## src/sv/pbre_pkg.sv

```systemverilog
`timescale 1ns / 1ps
// ----------------------------------------------------------------------------
// Pitch bend base64 RLE encoder package
// Shared types, character constants, the character building functions and a BCD increment.
// ----------------------------------------------------------------------------
package pbre_pkg;

	localparam int VAL_W      = 12;
	localparam int CHAR_W     = 8;
	localparam int BCD_DIGITS = 5;
	localparam int BCD_W      = 4 * BCD_DIGITS;
	localparam int SEG_MAX    = 7;
	localparam int BUF_MAX    = 9;
	localparam int LEN_W      = 4;

	localparam logic [CHAR_W-1:0] CH_HASH  = 8'h23;
	localparam logic [CHAR_W-1:0] CH_ZERO  = 8'h30;
	localparam logic [CHAR_W-1:0] CH_UPPER = 8'h41;
	localparam logic [CHAR_W-1:0] CH_LOWER = 8'h61;
	localparam logic [CHAR_W-1:0] CH_PLUS  = 8'h2B;
	localparam logic [CHAR_W-1:0] CH_SLASH = 8'h2F;
	localparam logic [CHAR_W-1:0] CH_PAD   = 8'h3D;

	typedef logic [BCD_W-1:0] pbre_bcd_t;

	// One group of characters: a flushed run or a single value.
	typedef struct packed {
		logic [SEG_MAX-1:0][CHAR_W-1:0] ch;
		logic [LEN_W-1:0]               len;
	} pbre_seg_t;

	// All characters caused by one input beat.
	typedef struct packed {
		logic [BUF_MAX-1:0][CHAR_W-1:0] ch;
		logic [LEN_W-1:0]               len;
		logic                           done;
	} pbre_buf_t;

	function automatic logic [CHAR_W-1:0] b64_char(input logic [5:0] idx);
		logic [CHAR_W-1:0] i8;
		i8 = {2'b00, idx};
		if (idx < 6'd26) begin
			return CH_UPPER + i8;
		end else if (idx < 6'd52) begin
			return CH_LOWER + i8 - 8'd26;
		end else if (idx < 6'd62) begin
			return CH_ZERO + i8 - 8'd52;
		end else if (idx == 6'd62) begin
			return CH_PLUS;
		end else begin
			return CH_SLASH;
		end
	endfunction

	function automatic pbre_seg_t seg_value(input logic [VAL_W-1:0] v);
		pbre_seg_t s;
		s       = '0;
		s.ch[0] = b64_char(v[11:6]);
		s.ch[1] = b64_char(v[5:0]);
		s.len   = 4'd2;
		return s;
	endfunction

	// A run of zero repeats sends nothing, one repeat sends the value again,
	// and longer runs send the decimal count between two hash marks.
	function automatic pbre_seg_t seg_flush(input pbre_bcd_t bcd, input logic [VAL_W-1:0] v);
		pbre_seg_t  s;
		logic [2:0] nd;
		s  = '0;
		nd = 3'd0;
		for (int j = 0; j < BCD_DIGITS; j++) begin
			if (bcd[4*j +: 4] != 4'd0) begin
				nd = 3'(j + 1);
			end
		end
		if (bcd == '0) begin
			s.len = 4'd0;
		end else if (bcd == BCD_W'(1)) begin
			s = seg_value(v);
		end else begin
			s.ch[0] = CH_HASH;
			for (int p = 1; p < SEG_MAX; p++) begin
				for (int j = 0; j < BCD_DIGITS; j++) begin
					if (p <= int'(nd) && j == int'(nd) - p) begin
						s.ch[p] = CH_ZERO + {4'b0000, bcd[4*j +: 4]};
					end
				end
				if (p == int'(nd) + 1) begin
					s.ch[p] = CH_HASH;
				end
			end
			s.len = {1'b0, nd} + 4'd2;
		end
		return s;
	endfunction

	function automatic pbre_bcd_t bcd_inc(input pbre_bcd_t bcd);
		pbre_bcd_t  r;
		logic       c;
		logic [3:0] d;
		r = '0;
		c = 1'b1;
		for (int j = 0; j < BCD_DIGITS; j++) begin
			d = bcd[4*j +: 4];
			if (c && d == 4'd9) begin
				r[4*j +: 4] = 4'd0;
			end else if (c) begin
				r[4*j +: 4] = d + 4'd1;
				c = 1'b0;
			end else begin
				r[4*j +: 4] = d;
			end
		end
		return r;
	endfunction

endpackage

```

## src/sv/pbre_pitch_if.sv

```systemverilog
`timescale 1ns / 1ps
// ----------------------------------------------------------------------------
// Pitch reading channel
// Valid/ready channel that carries one pitch reading per beat.
// ----------------------------------------------------------------------------
interface pbre_pitch_if;
	logic        valid;
	logic        ready;
	logic [11:0] pitch_value;
	logic        undefined;
	logic        end_of_stream;

	modport source (output valid, output pitch_value, output undefined,
		output end_of_stream, input ready);
	modport sink (input valid, input pitch_value, input undefined,
		input end_of_stream, output ready);
endinterface

```

## src/sv/pbre_char_if.sv

```systemverilog
`timescale 1ns / 1ps
// ----------------------------------------------------------------------------
// Character channel
// Valid/ready channel that carries one encoded character per beat.
// ----------------------------------------------------------------------------
interface pbre_char_if;
	logic       valid;
	logic       ready;
	logic [7:0] out_char;
	logic       last_of_item;
	logic       stream_done;

	modport source (output valid, output out_char, output last_of_item,
		output stream_done, input ready);
	modport sink (input valid, input out_char, input last_of_item,
		input stream_done, output ready);
endinterface

```

## src/sv/pbre_serializer.sv

```systemverilog
`timescale 1ns / 1ps
// ----------------------------------------------------------------------------
// Character serializer
// Two-entry character buffer that sends one character per output beat.
// ----------------------------------------------------------------------------
module pbre_serializer
	import pbre_pkg::*;
(
	input  logic               clk,
	input  logic               arst_n,
	input  logic               load_valid,
	output logic               load_ready,
	input  pbre_buf_t          load_buf,
	pbre_char_if.source        char_out
);

	logic             pend_valid_q;
	pbre_buf_t        pend_buf_q;
	logic             ser_valid_q;
	pbre_buf_t        ser_buf_q;
	logic [LEN_W-1:0] ser_idx_q;

	logic last_beat;
	logic out_fire;
	logic ser_free;
	logic move;
	logic load_direct;
	logic load_pend;

	assign last_beat   = (ser_idx_q == ser_buf_q.len - 4'd1);
	assign out_fire    = ser_valid_q && char_out.ready;
	assign ser_free    = !ser_valid_q || (out_fire && last_beat);
	assign move        = pend_valid_q && ser_free;
	assign load_ready  = !pend_valid_q;
	assign load_direct = load_valid && !pend_valid_q && ser_free;
	assign load_pend   = load_valid && load_ready && !load_direct;

	always_ff @(posedge clk or negedge arst_n) begin
		if (!arst_n) begin
			pend_valid_q <= 1'b0;
			ser_valid_q  <= 1'b0;
			ser_idx_q    <= '0;
		end else begin
			if (load_pend) begin
				pend_valid_q <= 1'b1;
			end else if (move) begin
				pend_valid_q <= 1'b0;
			end
			if (move || load_direct) begin
				ser_valid_q <= 1'b1;
				ser_idx_q   <= '0;
			end else if (out_fire) begin
				if (last_beat) begin
					ser_valid_q <= 1'b0;
				end else begin
					ser_idx_q <= ser_idx_q + 4'd1;
				end
			end
		end
	end

	always_ff @(posedge clk) begin
		if (load_pend) begin
			pend_buf_q <= load_buf;
		end
		if (move) begin
			ser_buf_q <= pend_buf_q;
		end else if (load_direct) begin
			ser_buf_q <= load_buf;
		end
	end

	assign char_out.valid        = ser_valid_q;
	assign char_out.out_char     = ser_buf_q.ch[ser_idx_q];
	assign char_out.last_of_item = last_beat;
	assign char_out.stream_done  = last_beat && ser_buf_q.done;

endmodule

```

## src/sv/pitch_bend_base64_rle_encoder_top.sv

```systemverilog
`timescale 1ns / 1ps
// ----------------------------------------------------------------------------
// Pitch bend base64 run-length encoder
// Turns a stream of 12-bit pitch readings into base64 text with repeat runs.
// ----------------------------------------------------------------------------
// Each accepted reading beat immediately updates the encoder state; a reading
// that only extends a run produces no characters and the next beat can follow
// in the very next cycle. A reading that produces characters (two to nine of
// them) hands them to a two-entry character buffer, which sends one character
// per output beat. The output side therefore sets the sustained rate: an item
// that emits n characters occupies the output for n beats, and the input keeps
// accepting until one full group of characters waits behind the group being
// sent.
// ----------------------------------------------------------------------------
module pitch_bend_base64_rle_encoder_top
	import pbre_pkg::*;
#(
	parameter int MAX_POINTS = 65536
) (
	input  logic         clk,
	input  logic         arst_n,
	pbre_pitch_if.sink   pitch_in,
	pbre_char_if.source  char_out
);

	// The binary run count only needs to reach MAX_POINTS - 1. A decimal copy
	// of the same count is kept alongside it, so a flush needs no division.
	localparam int               CNT_W     = $clog2(MAX_POINTS);
	localparam logic [CNT_W-1:0] RUN_LIMIT = CNT_W'(MAX_POINTS - 1);

	logic [VAL_W-1:0] prev_q;
	logic             prev_valid_q;
	logic [CNT_W-1:0] count_q;
	pbre_bcd_t        bcd_q;

	logic             in_fire;
	logic             load_ready;
	logic             load_valid;
	logic [VAL_W-1:0] cur;
	logic             match;
	logic             at_limit;
	pbre_seg_t        seg1;
	pbre_seg_t        seg2;
	pbre_buf_t        plan;
	logic [CNT_W-1:0] count_next;
	pbre_bcd_t        bcd_next;

	assign in_fire        = pitch_in.valid && pitch_in.ready;
	assign pitch_in.ready = load_ready;

	assign cur      = pitch_in.undefined ? '0 : pitch_in.pitch_value;
	assign match    = prev_valid_q && (cur == prev_q);
	assign at_limit = (count_q == RUN_LIMIT);

	// A changed reading flushes the pending run of the old value, then sends
	// itself. A repeat only grows the run, unless the run is full, in which
	// case the full run is flushed first and a new run of one begins. At the
	// end of a stream the pending run is flushed after the reading.
	always_comb begin
		seg1       = '0;
		seg2       = '0;
		count_next = count_q;
		bcd_next   = bcd_q;
		if (match) begin
			if (at_limit) begin
				seg1       = seg_flush(bcd_q, prev_q);
				count_next = CNT_W'(1);
				bcd_next   = BCD_W'(1);
			end else begin
				count_next = count_q + CNT_W'(1);
				bcd_next   = bcd_inc(bcd_q);
			end
			if (pitch_in.end_of_stream) begin
				seg2 = seg_flush(bcd_next, cur);
			end
		end else begin
			seg1       = seg_flush(bcd_q, prev_q);
			seg2       = seg_value(cur);
			count_next = '0;
			bcd_next   = '0;
		end
	end

	// Pack the two groups back to back into one character buffer.
	always_comb begin
		plan      = '0;
		plan.len  = seg1.len + seg2.len;
		plan.done = pitch_in.end_of_stream;
		for (int i = 0; i < SEG_MAX; i++) begin
			if (4'(i) < seg1.len) begin
				plan.ch[i] = seg1.ch[i];
			end
		end
		for (int i = 0; i < BUF_MAX; i++) begin
			for (int j = 0; j < SEG_MAX; j++) begin
				if (4'(i) >= seg1.len && 4'(i) - seg1.len == 4'(j)) begin
					plan.ch[i] = seg2.ch[j];
				end
			end
		end
	end

	assign load_valid = in_fire && (plan.len != 4'd0);

	always_ff @(posedge clk or negedge arst_n) begin
		if (!arst_n) begin
			prev_q       <= '0;
			prev_valid_q <= 1'b0;
			count_q      <= '0;
			bcd_q        <= '0;
		end else if (in_fire) begin
			if (pitch_in.end_of_stream) begin
				prev_q       <= '0;
				prev_valid_q <= 1'b0;
				count_q      <= '0;
				bcd_q        <= '0;
			end else begin
				prev_q       <= cur;
				prev_valid_q <= 1'b1;
				count_q      <= count_next;
				bcd_q        <= bcd_next;
			end
		end
	end

	pbre_serializer u_serializer (
		.clk        (clk),
		.arst_n     (arst_n),
		.load_valid (load_valid),
		.load_ready (load_ready),
		.load_buf   (plan),
		.char_out   (char_out)
	);

endmodule

```

## src/flat_wrapper.sv

```systemverilog
// flat-port wrapper written by rule: the top's interface ports become plain ports
module pitch_bend_base64_rle_encoder_top_flat import pbre_pkg::*;
#(
	parameter int MAX_POINTS = 65536
)
  (clk, arst_n, pitch_in_valid, pitch_in_pitch_value, pitch_in_undefined, pitch_in_end_of_stream, pitch_in_ready, char_out_valid, char_out_out_char, char_out_last_of_item, char_out_stream_done, char_out_ready);
  pbre_pitch_if pitch_in_i ();
  pbre_char_if char_out_i ();
  input  logic clk;
  input  logic arst_n;
  input wire logic [$bits(pitch_in_i.valid)-1:0] pitch_in_valid;
  input wire logic [$bits(pitch_in_i.pitch_value)-1:0] pitch_in_pitch_value;
  input wire logic [$bits(pitch_in_i.undefined)-1:0] pitch_in_undefined;
  input wire logic [$bits(pitch_in_i.end_of_stream)-1:0] pitch_in_end_of_stream;
  output wire logic [$bits(pitch_in_i.ready)-1:0] pitch_in_ready;
  output wire logic [$bits(char_out_i.valid)-1:0] char_out_valid;
  output wire logic [$bits(char_out_i.out_char)-1:0] char_out_out_char;
  output wire logic [$bits(char_out_i.last_of_item)-1:0] char_out_last_of_item;
  output wire logic [$bits(char_out_i.stream_done)-1:0] char_out_stream_done;
  input wire logic [$bits(char_out_i.ready)-1:0] char_out_ready;
  assign pitch_in_i.valid = pitch_in_valid;
  assign pitch_in_i.pitch_value = pitch_in_pitch_value;
  assign pitch_in_i.undefined = pitch_in_undefined;
  assign pitch_in_i.end_of_stream = pitch_in_end_of_stream;
  assign pitch_in_ready = pitch_in_i.ready;
  assign char_out_valid = char_out_i.valid;
  assign char_out_out_char = char_out_i.out_char;
  assign char_out_last_of_item = char_out_i.last_of_item;
  assign char_out_stream_done = char_out_i.stream_done;
  assign char_out_i.ready = char_out_ready;
  pitch_bend_base64_rle_encoder_top #(.MAX_POINTS(MAX_POINTS)) u_core (.clk(clk), .arst_n(arst_n), .pitch_in(pitch_in_i), .char_out(char_out_i));
endmodule
```

## config.mk

```make
export PLATFORM = sky130hd
export DESIGN_NAME = pitch_bend_base64_rle_encoder_top_flat
export DESIGN_NICKNAME = d
export VERILOG_FILES = /design/src/sv/pbre_pkg.sv /design/src/sv/pbre_pitch_if.sv /design/src/sv/pbre_char_if.sv /design/src/sv/pbre_serializer.sv /design/src/sv/pitch_bend_base64_rle_encoder_top.sv /design/src/flat_wrapper.sv
export SDC_FILE = /design/constraint.sdc
export NUM_CORES = 1
export LEC_CHECK = 0
export ABC_CLOCK_PERIOD_IN_PS = 11600
export BUFFER_PORTS_ARGS = -buffer_cell sky130_fd_sc_hd__buf_2
export CAP_MARGIN = 20
export CORE_MARGIN = 2
export CORE_UTILIZATION = 55
export CTS_CLUSTER_SIZE = 20
export DETAILED_ROUTE_END_ITERATION = 16
export PLACE_DENSITY = 0.71
export SLEW_MARGIN = 0
export SYNTH_ARGS = -nofsm -noshare
export SYNTH_HDL_FRONTEND = slang
export SYNTH_SLANG_ARGS = --single-unit
```

## constraint.sdc

```tcl
create_clock -name clk -period 11.6 [get_ports clk]
set_input_delay 1.16 -clock clk [delete_from_list [all_inputs] [get_ports clk]]
set_output_delay 1.16 -clock clk [all_outputs]
set_load 0.1 [all_outputs]
```

== Word-level counts from Yosys, hierarchy flattened ==
Cells that the tools add are included.
Word-level totals
  input port bits: 18
  word-level logic and storage cells: 790
  output and inout port bits: 12
  bits in registers: 209
Operators by class
  order comparisons: 47
  equal/unequal tests: 159
  multiplexer cells: 265
  add/subtract/negate cells: 72
  reductions and logical operators: 218
Operator list (number)
  8-bit two-way mux: 191
  3-bit by 32-bit == test with 1-bit output, first input constant: 42
  4-bit by 32-bit == test with 1-bit output, first input constant: 27
  2-bit by 32-bit == test with 1-bit output, first input constant: 21
  32-bit zero test: 18
  60-bit two-way mux: 7
  56-bit two-way mux: 3
  1-bit logical AND: 167
  77-bit two-way mux: 2
  4-bit by 3-bit == test with 1-bit output, second input constant: 27
  20-bit two-way mux: 4
  4-bit by 2-bit == test with 1-bit output, second input constant: 18
  6-bit by 4-bit adder with 7-bit output, first input constant: 10
  7-bit by 6-bit adder with 8-bit output, first input constant: 8
  4-bit two-way mux: 15
  6-bit less-than comparator, second input constant: 8
  16-bit two-way mux: 3
  4-bit nonzero test: 11
  20-bit by 1-bit == test with 1-bit output, second input constant: 2
  20-bit zero test: 2
  3-bit two-way mux: 13
  4-bit by 1-bit == test with 1-bit output, second input constant: 9
  4-bit zero test: 9
  3-bit by 3-bit subtractor with 4-bit output, second input constant: 9
  other kinds (41): 135

== Longest topological paths before layout ==
Gate-level depths: netlist of run 1.
  word-level depth: 50
  depth in mapped cells: 23
  depth with buffers taken out: 19

== Modules after synthesis ==
From an unflattened synthesis of run 1, not the netlist that was laid out.
Unflattened totals
  cell total of the unflattened synthesis: 1763
  area, all modules: 16306.9 um2
By module, submodules not included
  pitch_bend_base64_rle_encoder_top: sequential area each 1226.2 um2, cells an instance 1416, area an instance 9660.5 um2, instances 1
  pbre_serializer: sequential area each 4774.6 um2, cells an instance 347, area an instance 6646.4 um2, instances 1

== Worst setup path after synthesis of run 1 ==
OpenSTA, ideal clock, no wires.
  path type: input port to flip-flop
  start: in pitch_in_undefined
  end: reg u_core.u_serializer.pend_buf_q[0] in the netlist's numbering, enable pin
  stages: 17
  slack: 1445 ps
  data required time: 10977 ps
  setup time: 623 ps
  data arrival time: 9532 ps
  cells stage by stage: buf_2 > or4b_1 > o31ai_1 > and4b_1 > clkbuf_2 > and4_1 > buf_2 > and2_1 > buf_2 > nand3_1 > nor2_1 > ha_1 > inv_1 > fa_1 > xnor2_1 > or4_1 > nor3b_1
RTL lines
  start, declared: line flat_wrapper.sv:13  | input wire logic [$bits(pitch_in_i.undefined)-1:0] pitch_in_undefined;
  end signal, assigned: line pbre_serializer.sv:64  | pend_buf_q <= load_buf;
  end, declared: line pbre_serializer.sv:18  | pbre_buf_t pend_buf_q;

==> results of run 1 <==
-- cells by family after synthesis --
| kind of cell | after synthesis | synth area share [%] |
|---|---|---|
| AOI/OAI and AO/OA | 570 | 23.3 |
| xor gates and xnor gates | 42 | 2.26 |
| adders and majority gates | 77 | 5.97 |
| buffers and inverters | 192 | 4.81 |
| DFF | 209 | 36.9 |
| muxes | 75 | 6.19 |
| and+or+nand+nor | 688 | 20.6 |
-- where the power goes --
group | internal [mW] | switching [mW]
Combinational | 0.388 | 0.905
Clock | 0.419 | 0.309
Sequential | 0.937 | 0.0952
Total | 1.74 | 1.31
-- sequential cells by signal, summed over array words and instances (netlist names) --
name,count
u_core.u_serializer.pend_buf_q,77
u_core.u_serializer.ser_buf_q,77
u_core.bcd_q,20
u_core.count_q,16
u_core.prev_q,12
u_core.u_serializer.ser_idx_q,4
u_core.prev_valid_q,1
u_core.u_serializer.char_out.valid,1
u_core.u_serializer.pend_valid_q,1
-- placed cells by master (no fill, tap or decap), types with 18 or more instances in the layout --
cell type / instances
a21o_1: 18
a21oi_1: 109
a31oi_1: 32
buf_2: 29
buf_4: 22
clkbuf_16: 23
dfrtp_1: 55
edfxtp_1: 154
ha_1: 76
inv_1: 69
mux2_2: 45
nand2_1: 200
nand2b_1: 21
nand3_1: 80
nand4_1: 22
nor2_1: 180
nor3_1: 47
o211ai_1: 23
o21ai_0: 145
o22ai_1: 45
o31ai_1: 34
or3_1: 21
xnor2_1: 28
-- worst paths after layout --
check                                               start                                            to  slack [ns]  cells past startpoint
max reg2reg                   u_core.bcd_q[0]$_DFFE_PN0P_  u_core.u_serializer.pend_buf_q[23]$_DFFE_PP_        5.31                     15
min                        u_core.count_q[15]$_DFFE_PN0P_                u_core.count_q[15]$_DFFE_PN0P_        0.49                      1
max                           u_core.bcd_q[0]$_DFFE_PN0P_  u_core.u_serializer.pend_buf_q[23]$_DFFE_PP_        5.31                     15
min in group asynchronous                          arst_n  u_core.u_serializer.ser_idx_q[0]$_DFFE_PN0P_        0.74                      2
max in group asynchronous                          arst_n                   u_core.bcd_q[6]$_DFFE_PN0P_       10.26                      2
min reg2reg                u_core.count_q[15]$_DFFE_PN0P_                u_core.count_q[15]$_DFFE_PN0P_        0.49                      1
-- layer usage --
layer	track usage [%]	share of wire (%)
met3	8.01	10
met4	14.2	4.8
met1	50.9	40
met2	59.5	44
met5	0	0
-- area by class of cell --
type / count / area (um2) / share of cell area (%)
clock inverters: 7 / 96.3 / 0.557
flip-flops and latches: 209 / 6000 / 34.7
repair buffers: 51 / 310 / 1.79
well taps: 384 / 480 / 2.78
clock buffers: 34 / 627 / 3.62
inverters: 74 / 278 / 1.61
multi-input cells: 1452 / 9510 / 55.0
==> run_results.csv, run 1 <==
group,metric,value,unit
power,finalPower,3.05,mW
detailed_routing,drc_errors,0,
cells_and_area,areaGrowthSynthToFinish,6.39,%
sta,post-route-min-period,6.29,ns
synthesis,synthCells,1853,
global_routing,grt_pass1_wl,89.2,mm
floorplanning,die_area,31000,um2
cells_and_area,antenna_cells,0,
global_routing,grt_usage,37.6,%
sta,min_period_over_period,54.2,%
critical_path,cp_max_fo,73,
min_path,min_path_type,"register to register",
sta,max_slew_margin,22.8,%
detailed_routing,drt-initial-drc-count,2108,
job,drv_cap,0,
cells_and_area,layoutNonFillerInstCount,2211,
placement,pre_cts_ws,5.11,ns
floorplanning,core.rowCount,62,
detailed_routing,dr.pass1.iters,6,
synthesis,synth_warnings,0,
cells_and_area,stdcell_area,17300,um2
power,vdd_drop_max,0.112,mV
clock_network,cts.sinks,209,
critical_path,crit_chain,"ha_1, and3b_1, nand3_2, o31ai_1, and2_2, and3_1, nand3_1, ha_1, nor2_1, ha_1, a21oi_1, xnor2_1, or4_1, nor3b_2, buf_4",
cells_and_area,drive_gt1_share,10.7,%
placement,io_buffers,29,
critical_path,worst_setup_path_end_kind,"register",
synthesis,ys_seq_area_share,36.9,%
synthesis,synthFlopType,"edfxtp_1",
cells_and_area,final_util,59.8,%
clock_network,cts-hold-fix-buffers,0,
sta,tightest_slew,1.15,ns
global_routing,grt_max_degree,84,
cells_and_area,fin_nets,1906,
synthesis,yosysMostFrequentCell,"nand2_1",
detailed_routing,via_per_inst,6.98,
synthesis,synth-edff-count,154,
global_routing,antenna_found_initial,2,
placement,placedCellCount,2170,
synthesis,synth_area_leaders,"edfxtp_1, dfrtp_1, ha_1",
synthesis,yosysUniqueCellTypes,107,
sta,setup_viol,0,
placement,gp_congestion,1.05,
detailed_routing,vias,15400,
critical_path,cp.required,11.77,ns
critical_path,path_delay_family,"simple AND/OR/NAND/NOR gates",
synthesis,yosys.area.top_type,"edfxtp_1",
sta,clock-skew-final,0.0173,ns
placement,post-dp-hpwl,43.0,mm
critical_path,path_class,"register to register",
sta,rsz0062_at_grt,"no",
synthesis,synth_fp_nets,1948,
clock_network,cts_buffer_depth,3,
critical_path,critPathMaxStageDelay,0.81,ns
sta,setup_ws,5.31,ns
detailed_routing,wl_per_cell,26.4,um
floorplanning,design.core.area,28900,um2
power,power.leakage,6.40,nW
floorplanning,start_util,56.2,%
clock_network,clockRootBuffer,"clkbuf_16",
critical_path,startpoint_type,"register",
floorplanning,die-height,176,um
clock_network,h-tree-depth,1,
cells_and_area,fillers,2547,
sta,whs,0.489,ns
critical_path,cpMaxStageDelayCell,"buf_4",
sta,drv_slew,0,
sta,finalHoldViolations,0,
detailed_routing,wirelength,58.3,mm
floorplanning,fp.dieW,176,um
clock_network,clkLatencyLatePin,0.55,ns
critical_path,path_buf_inv,1,
sta,finalSetupTns,0,ns
clock_network,cts.repair.resized,0,
critical_path,arrival,6.46,ns
synthesis,syn_avg_cell_area,8.77,um2
synthesis,ys_ff_latch,209,
power,cellPowerDensity,176,nW/um2
detailed_routing,drtAntennaViolNets,0,
synthesis,async_flop_share,26.3,%
global_routing,grt_pass1_vias,14700,
clock_network,numCtsBuffers,23,
global_routing,grt-ovfl-total,0,
sta,fmaxAchievable,159,MHz
clock_network,cts_tree,"done",
synthesis,synth_top_area_share,28.4,%
floorplanning,ios,30,
placement,placed_area,16600,um2
synthesis,yosys-top-cells-count,"nand2_1, nor2_1, edfxtp_1, o21ai_0, a21oi_1",
critical_path,crit_top_cell,"ha_1",
clock_network,postCtsSetupBuffers,0,
clock_network,path_clk_slew,0.06,ns
synthesis,synth_area,16300,um2
status,status,"finished clean",
Power figures use the tool's default switching activity.
==> inputs of run 2 (changes only) <==
--- a/config.mk
+++ b/config.mk
@@ -5,7 +5,7 @@
 export SDC_FILE = /design/constraint.sdc
 export NUM_CORES = 1
 export LEC_CHECK = 0
-export ABC_CLOCK_PERIOD_IN_PS = 11600
+export ABC_CLOCK_PERIOD_IN_PS = 5800
 export BUFFER_PORTS_ARGS = -buffer_cell sky130_fd_sc_hd__buf_2
 export CAP_MARGIN = 20
 export CORE_MARGIN = 2
==> constraint.sdc (replaced) <==
create_clock -name clk -period 5.8 [get_ports clk]
set_input_delay 0.58 -clock clk [delete_from_list [all_inputs] [get_ports clk]]
set_output_delay 0.58 -clock clk [all_outputs]
set_load 0.1 [all_outputs]
==> run_results.csv, run 2 (synthesis gave the netlist of run 1 again) <==
group,metric,value,unit
status,status,"finished clean",
sta,whs,0.177,ns
power,p_sw,2.72,mW
global_routing,grt_pass1_wl,92.5,mm
clock_network,cts_buffer_depth,3,
critical_path,arrival,5.70,ns
floorplanning,die-height,176,um
clock_network,cts-hold-fix-buffers,0,
clock_network,clockRootBuffer,"clkbuf_16",
global_routing,met1_usage,52.6,%
critical_path,cp.required,6.00,ns
cells_and_area,fillers,2481,
critical_path,path_class,"register to register",
placement,post-dp-hpwl,46.3,mm
clock_network,path_clk_slew,0.07,ns
min_path,min_path_type,"input pin to asynchronous set/reset pin",
power,combinationalPowerShare,42.5,%
critical_path,r2r_start,"u_core.bcd_q[1]$_DFFE_PN0P_",
cells_and_area,final_common_cell,"nand2_1",
detailed_routing,wl_per_cell,26.9,um
global_routing,grt_max_degree,84,
cells_and_area,drive_gt1_share,15.3,%
floorplanning,die_area,31000,um2
sta,fmaxAchievable,182,MHz
global_routing,antenna_found_initial,2,
sta,finalHoldViolations,0,
power,cellPowerDensity,350,nW/um2
clock_network,postCtsSetupBuffers,0,
detailed_routing,drt-initial-drc-count,2070,
placement,placedCellCount,2242,
power,power.leakage,6.81,nW
detailed_routing,via_per_inst,6.95,
power,vdd_drop_max,0.211,mV
cells_and_area,final_util,62.3,%
detailed_routing,dr.pass1.iters,6,
global_routing,grt.busiest_layer,"met2",
cells_and_area,areaGrowthSynthToFinish,11.0,%
cells_and_area,regArea,6000,um2
clock_network,cts.sinks,209,
sta,clock-skew-final,0.0187,ns
detailed_routing,wirelength,61.5,mm
critical_path,r2r_cells,16,
cells_and_area,final_cell_mix,"nand2_1, nor2_1, edfxtp_1",
placement,gp_congestion,1.10,
floorplanning,design.core.area,28900,um2
detailed_routing,drc_errors,0,
clock_network,cts_tree,"done",
cells_and_area,fin_nets,1980,
sta,tightest_slew,1.10,ns
sta,rsz0062_at_grt,"no",
sta,max_slew_margin,26.7,%
cells_and_area,reg_top3,"u_core.u_serializer.pend_buf_q x77, u_core.u_serializer.ser_buf_q x77, u_core.bcd_q x20",
power,clkPwrFrac,24.7,%
clock_network,h-tree-depth,1,
sta,min_period_over_period,94.8,%
power,seqPwrFrac,32.7,%
sta,drv_slew,0,
detailed_routing,drtAntennaViolNets,0,
floorplanning,core.rowCount,62,
critical_path,worst_setup_path_end_kind,"register",
sta,finalSetupTns,0,ns
cells_and_area,multiInputGateArea,9600,um2
critical_path,cp_max_fo,60,
cells_and_area,layoutNonFillerInstCount,2287,
placement,io_buffers,29,
clock_network,clkLatencyLatePin,0.55,ns
power,swShare,43.0,%
global_routing,grt_util_met3,7.54,%
placement,pre_cts_ws,0.441,ns
sta,setup_ws,0.303,ns
floorplanning,start_util,56.2,%
floorplanning,ios,30,
detailed_routing,vias,15900,
critical_path,startpoint_type,"register",
global_routing,grt-ovfl-total,0,
global_routing,grtUsageMet2,62.7,%
global_routing,grt_pass1_vias,15100,
job,drv_cap,0,
critical_path,rr_endpoint,"u_core.u_serializer.pend_buf_q[53]$_DFFE_PP_",
clock_network,numCtsBuffers,25,
global_routing,grt_usage,39.5,%
clock_network,cts.repair.resized,0,
critical_path,ff2ff_setup_slack,0.30,ns
sta,setup_viol,0,
sta,post-route-min-period,5.50,ns
floorplanning,fp.dieW,176,um
power,internal_power,3.60,mW
==> run 2: cell count changes in the layout (fill, tap and decap cells not counted), sizes merged <==
cell,before,now
inv,74,75
buf,51,123
clkinv,5,12
clkbuf,34,27
diode,0,1
clkinvlp,0,2
==> run 2: how the worst max path moves through the flow <==
stage / start / endpoint / slack (ns) / cells after the start
floorplan: u_core.bcd_q[5]$_DFFE_PN0P_ / u_core.u_serializer.pend_buf_q[0]$_DFFE_PP_ / 0.002 / 19
finish: u_core.bcd_q[1]$_DFFE_PN0P_ / u_core.u_serializer.pend_buf_q[53]$_DFFE_PP_ / 0.30 / 16
global route: u_core.bcd_q[8]$_DFFE_PN0P_ / u_core.u_serializer.pend_buf_q[54]$_DFFE_PP_ / 0.16 / 16
CTS: u_core.bcd_q[1]$_DFFE_PN0P_ / u_core.u_serializer.pend_buf_q[54]$_DFFE_PP_ / 0.47 / 16
detailed placement: pitch_in_undefined / u_core.u_serializer.pend_buf_q[37]$_DFFE_PP_ / 0.44 / 16
global placement: pitch_in_undefined / u_core.u_serializer.ser_buf_q[31]$_DFFE_PP_ / 0.59 / 19
==> run 2: area by class of cell <==
class	count	share of cell area, %
diodes	1	0.0139
clock buffers	27	3.51
clock inverters	17	0.895
inverters	74	1.54
multi-input cells	1452	53.2
flip-flops and latches	209	33.3
well taps	384	2.66
repair buffers	123	4.92
==> run 2: metrics by stage <==
step                area, um2  total power, mW
global placement        17200             4.67
finish                  18000             6.32
floorplan               16400             3.93
CTS                     18000             6.26
detailed placement      17200             4.72
global route            18000             6.56
==> run 2: metal layers <==
layer,share of wire [%],vias up
met2,44,1022
met5,0.020,-
met4,5.6,2
li1,-,7038
met1,39,7601
met3,11,233
==> run 2: critical path: stages (launching register included) <==
cell and delay [ns]:
dfrtp_1 0.39, inv_2 0.08, ha_2 0.21, nand3b_1 0.24, or4_4 0.59, o311ai_2 0.11
a22o_1 0.37, o21ai_0 0.24, o21ai_0 0.40, nand2_1 0.15, ha_1 0.32, a21o_1 0.19
a21oi_2 0.15, xnor2_1 0.19, or4_1 0.21, nor3b_4 0.87, buf_12 0.39
==> run 2: power by group through the flow <==
stage	Sequential, mW	Clock [mW]	Combinational (mW)
3_5_place_dp	2.10	0	2.62
6_report	2.07	1.56	2.69
3_3_place_gp	2.09	0	2.59
5_1_grt	2.09	1.62	2.86
2_1_floorplan	1.97	0	1.96
4_1_cts	2.07	1.56	2.63
==> inputs of run 3 (changes only) <==
--- a/config.mk
+++ b/config.mk
@@ -9,10 +9,9 @@
 export BUFFER_PORTS_ARGS = -buffer_cell sky130_fd_sc_hd__buf_2
 export CAP_MARGIN = 20
 export CORE_MARGIN = 2
-export CORE_UTILIZATION = 55
+export CORE_UTILIZATION = 45
 export CTS_CLUSTER_SIZE = 20
 export DETAILED_ROUTE_END_ITERATION = 16
-export PLACE_DENSITY = 0.71
 export SLEW_MARGIN = 0
 export SYNTH_ARGS = -nofsm -noshare
 export SYNTH_HDL_FRONTEND = slang
==> run_results.csv, run 3 (synthesis gave the netlist of run 1 again) <==
group,metric,value,unit
clock_network,postCtsSetupBuffers,0,
clock_network,cts_buffer_depth,3,
cells_and_area,final_cell_mix,"nand2_1, nor2_1, edfxtp_1",
critical_path,cp_max_fo,81,
global_routing,grt_max_degree,84,
critical_path,path_buf_inv,4,
job,drv_cap,0,
power,power.leakage,6.69,nW
floorplanning,die-height,194,um
clock_network,clkLatencyLatePin,0.57,ns
critical_path,path_delay_family,"compound AO/OA/AOI/OAI gates",
sta,tightest_slew,1.08,ns
power,seqPwrFrac,32.5,%
critical_path,startpoint_type,"register",
global_routing,grt_usage,32.2,%
cells_and_area,final_common_cell,"nand2_1",
detailed_routing,drc_errors,0,
cells_and_area,drive_gt1_share,14.3,%
clock_network,cts.repair.resized,0,
power,p_sw,2.67,mW
power,clkPwrFrac,24.5,%
floorplanning,fp.dieW,194,um
detailed_routing,wl_per_cell,26.5,um
power,internal_power,3.60,mW
power,vdd_drop_max,0.754,mV
power,swShare,42.6,%
clock_network,clockRootBuffer,"clkbuf_16",
clock_network,path_clk_slew,0.06,ns
cells_and_area,antenna_cells,0,
critical_path,critPathMaxStageDelay,0.58,ns
floorplanning,start_util,45.7,%
detailed_routing,via_per_inst,6.63,
critical_path,path_class,"register to register",
critical_path,crit_chain,"inv_1, ha_1, or4b_1, nor3_1, o311ai_2, buf_4, a21oi_1, o21ai_0, a21oi_1, nor2_1, ha_1, a21o_1, a21oi_2, xnor2_1, or4_1, a21oi_1, buf_4, nor2_4, buf_12",
power,finalPower,6.26,mW
critical_path,crit_top_cell,"a21oi_1",
detailed_routing,dr.pass1.iters,8,
detailed_routing,vias,15500,
floorplanning,core.rowCount,69,
detailed_routing,wirelength,62.1,mm
floorplanning,ios,30,
floorplanning,design.core.area,35600,um2
min_path,min_path_type,"input pin to asynchronous set/reset pin",
detailed_routing,drt-initial-drc-count,1769,
cells_and_area,fin_nets,1958,
critical_path,arrival,5.62,ns
clock_network,numCtsBuffers,25,
placement,io_buffers,29,
power,cellPowerDensity,349,nW/um2
critical_path,cpMaxStageDelayCell,"dfrtp_1",
sta,drv_slew,0,
status,status,"finished clean",
sta,setup_viol,0,
power,combinationalPowerShare,43.0,%
clock_network,cts_tree,"done",
global_routing,grt_pass1_wl,93.4,mm
sta,fmaxAchievable,186,MHz
placement,post-dp-hpwl,46.5,mm
clock_network,cts.sinks,209,
sta,clock-skew-final,0.0260,ns
clock_network,h-tree-depth,1,
detailed_routing,drtAntennaViolNets,0,
cells_and_area,reg_top3,"u_core.u_serializer.pend_buf_q x77, u_core.u_serializer.ser_buf_q x77, u_core.bcd_q x20",
clock_network,cts-hold-fix-buffers,0,
critical_path,cp.required,6.04,ns
placement,gp_congestion,1.04,
cells_and_area,areaGrowthSynthToFinish,10.4,%
global_routing,grt_pass1_vias,14900,
floorplanning,die_area,37700,um2
sta,max_slew_margin,27.3,%
critical_path,ff2ff_setup_slack,0.42,ns
sta,rsz0062_at_grt,"no",
critical_path,worst_setup_path_end_kind,"register",
sta,finalSetupTns,0,ns
sta,min_period_over_period,92.8,%
sta,post-route-min-period,5.38,ns
global_routing,grt-ovfl-total,0,
global_routing,antenna_found_initial,1,
cells_and_area,final_util,50.5,%
sta,finalHoldViolations,0,
run 3: cell types whose count changed in the layout (fill, tap and decap cells not counted), moves of 2 or more:
cell / previous run / this run
buf_4: 91 / 70
clkbuf_1: 2 / 4
clkinvlp_4: 2 / 4
inv_8: 2 / 0
run 3: per-stage QoR:
stage | cell area [um2] | cells | setup WS [ns] | hold WS (ns)
after floorplan | 16400 | 1853 | 0.00167 | 0.284
after global routing | 18000 | 2341 | 0.248 | 0.243
final | 18000 | 2341 | 0.417 | 0.152
after CTS | 18000 | 2341 | 0.609 | 0.188
after detailed placement | 17200 | 2297 | 0.501 | 0.477
after global placement | 17200 | 2297 | 0.653 | 0.471
run 3: power groups by stage:
| stage | clock, mW | combinational [mW] | sequential [mW] |
|---|---|---|---|
| global placement | 0 | 2.65 | 2.06 |
| global route | 1.62 | 2.88 | 2.05 |
| floorplan | 0 | 1.96 | 1.97 |
| finish | 1.53 | 2.69 | 2.04 |
| detailed placement | 0 | 2.66 | 2.06 |
| CTS | 1.57 | 2.66 | 2.03 |
run 3: layout make-up:
class | instances | area, um2
clock buffer | 29 | 641
clock inverter | 15 | 149
fill | 3417 | 17600
inverter | 74 | 278
multi-input combinational | 1452 | 9600
sequential | 209 | 6000
tap | 461 | 577
timing repair buffer | 101 | 711
run 3: final timing paths:
check                                              start                                            to  cells after the start
max reg2reg                  u_core.bcd_q[8]$_DFFE_PN0P_   u_core.u_serializer.ser_buf_q[29]$_DFFE_PP_                     19
max                          u_core.bcd_q[8]$_DFFE_PN0P_   u_core.u_serializer.ser_buf_q[29]$_DFFE_PP_                     19
max in group asynchronous                         arst_n                  u_core.bcd_q[15]$_DFFE_PN0P_                      2
min reg2reg                u_core.count_q[8]$_DFFE_PN0P_                 u_core.count_q[8]$_DFFE_PN0P_                      1
min in group clk                 pitch_in_pitch_value[3]                  u_core.prev_q[3]$_DFFE_PN0P_                      3
min                                               arst_n  u_core.u_serializer.ser_idx_q[0]$_DFFE_PN0P_                      2
run 3: metal layers:
metal / share of wire [%] / global-route usage, %
met1: 42 / 44.2
met2: 44 / 49.1
met3: 9.1 / 6.80
met4: 4.8 / 13.8
met5: 0 / 0
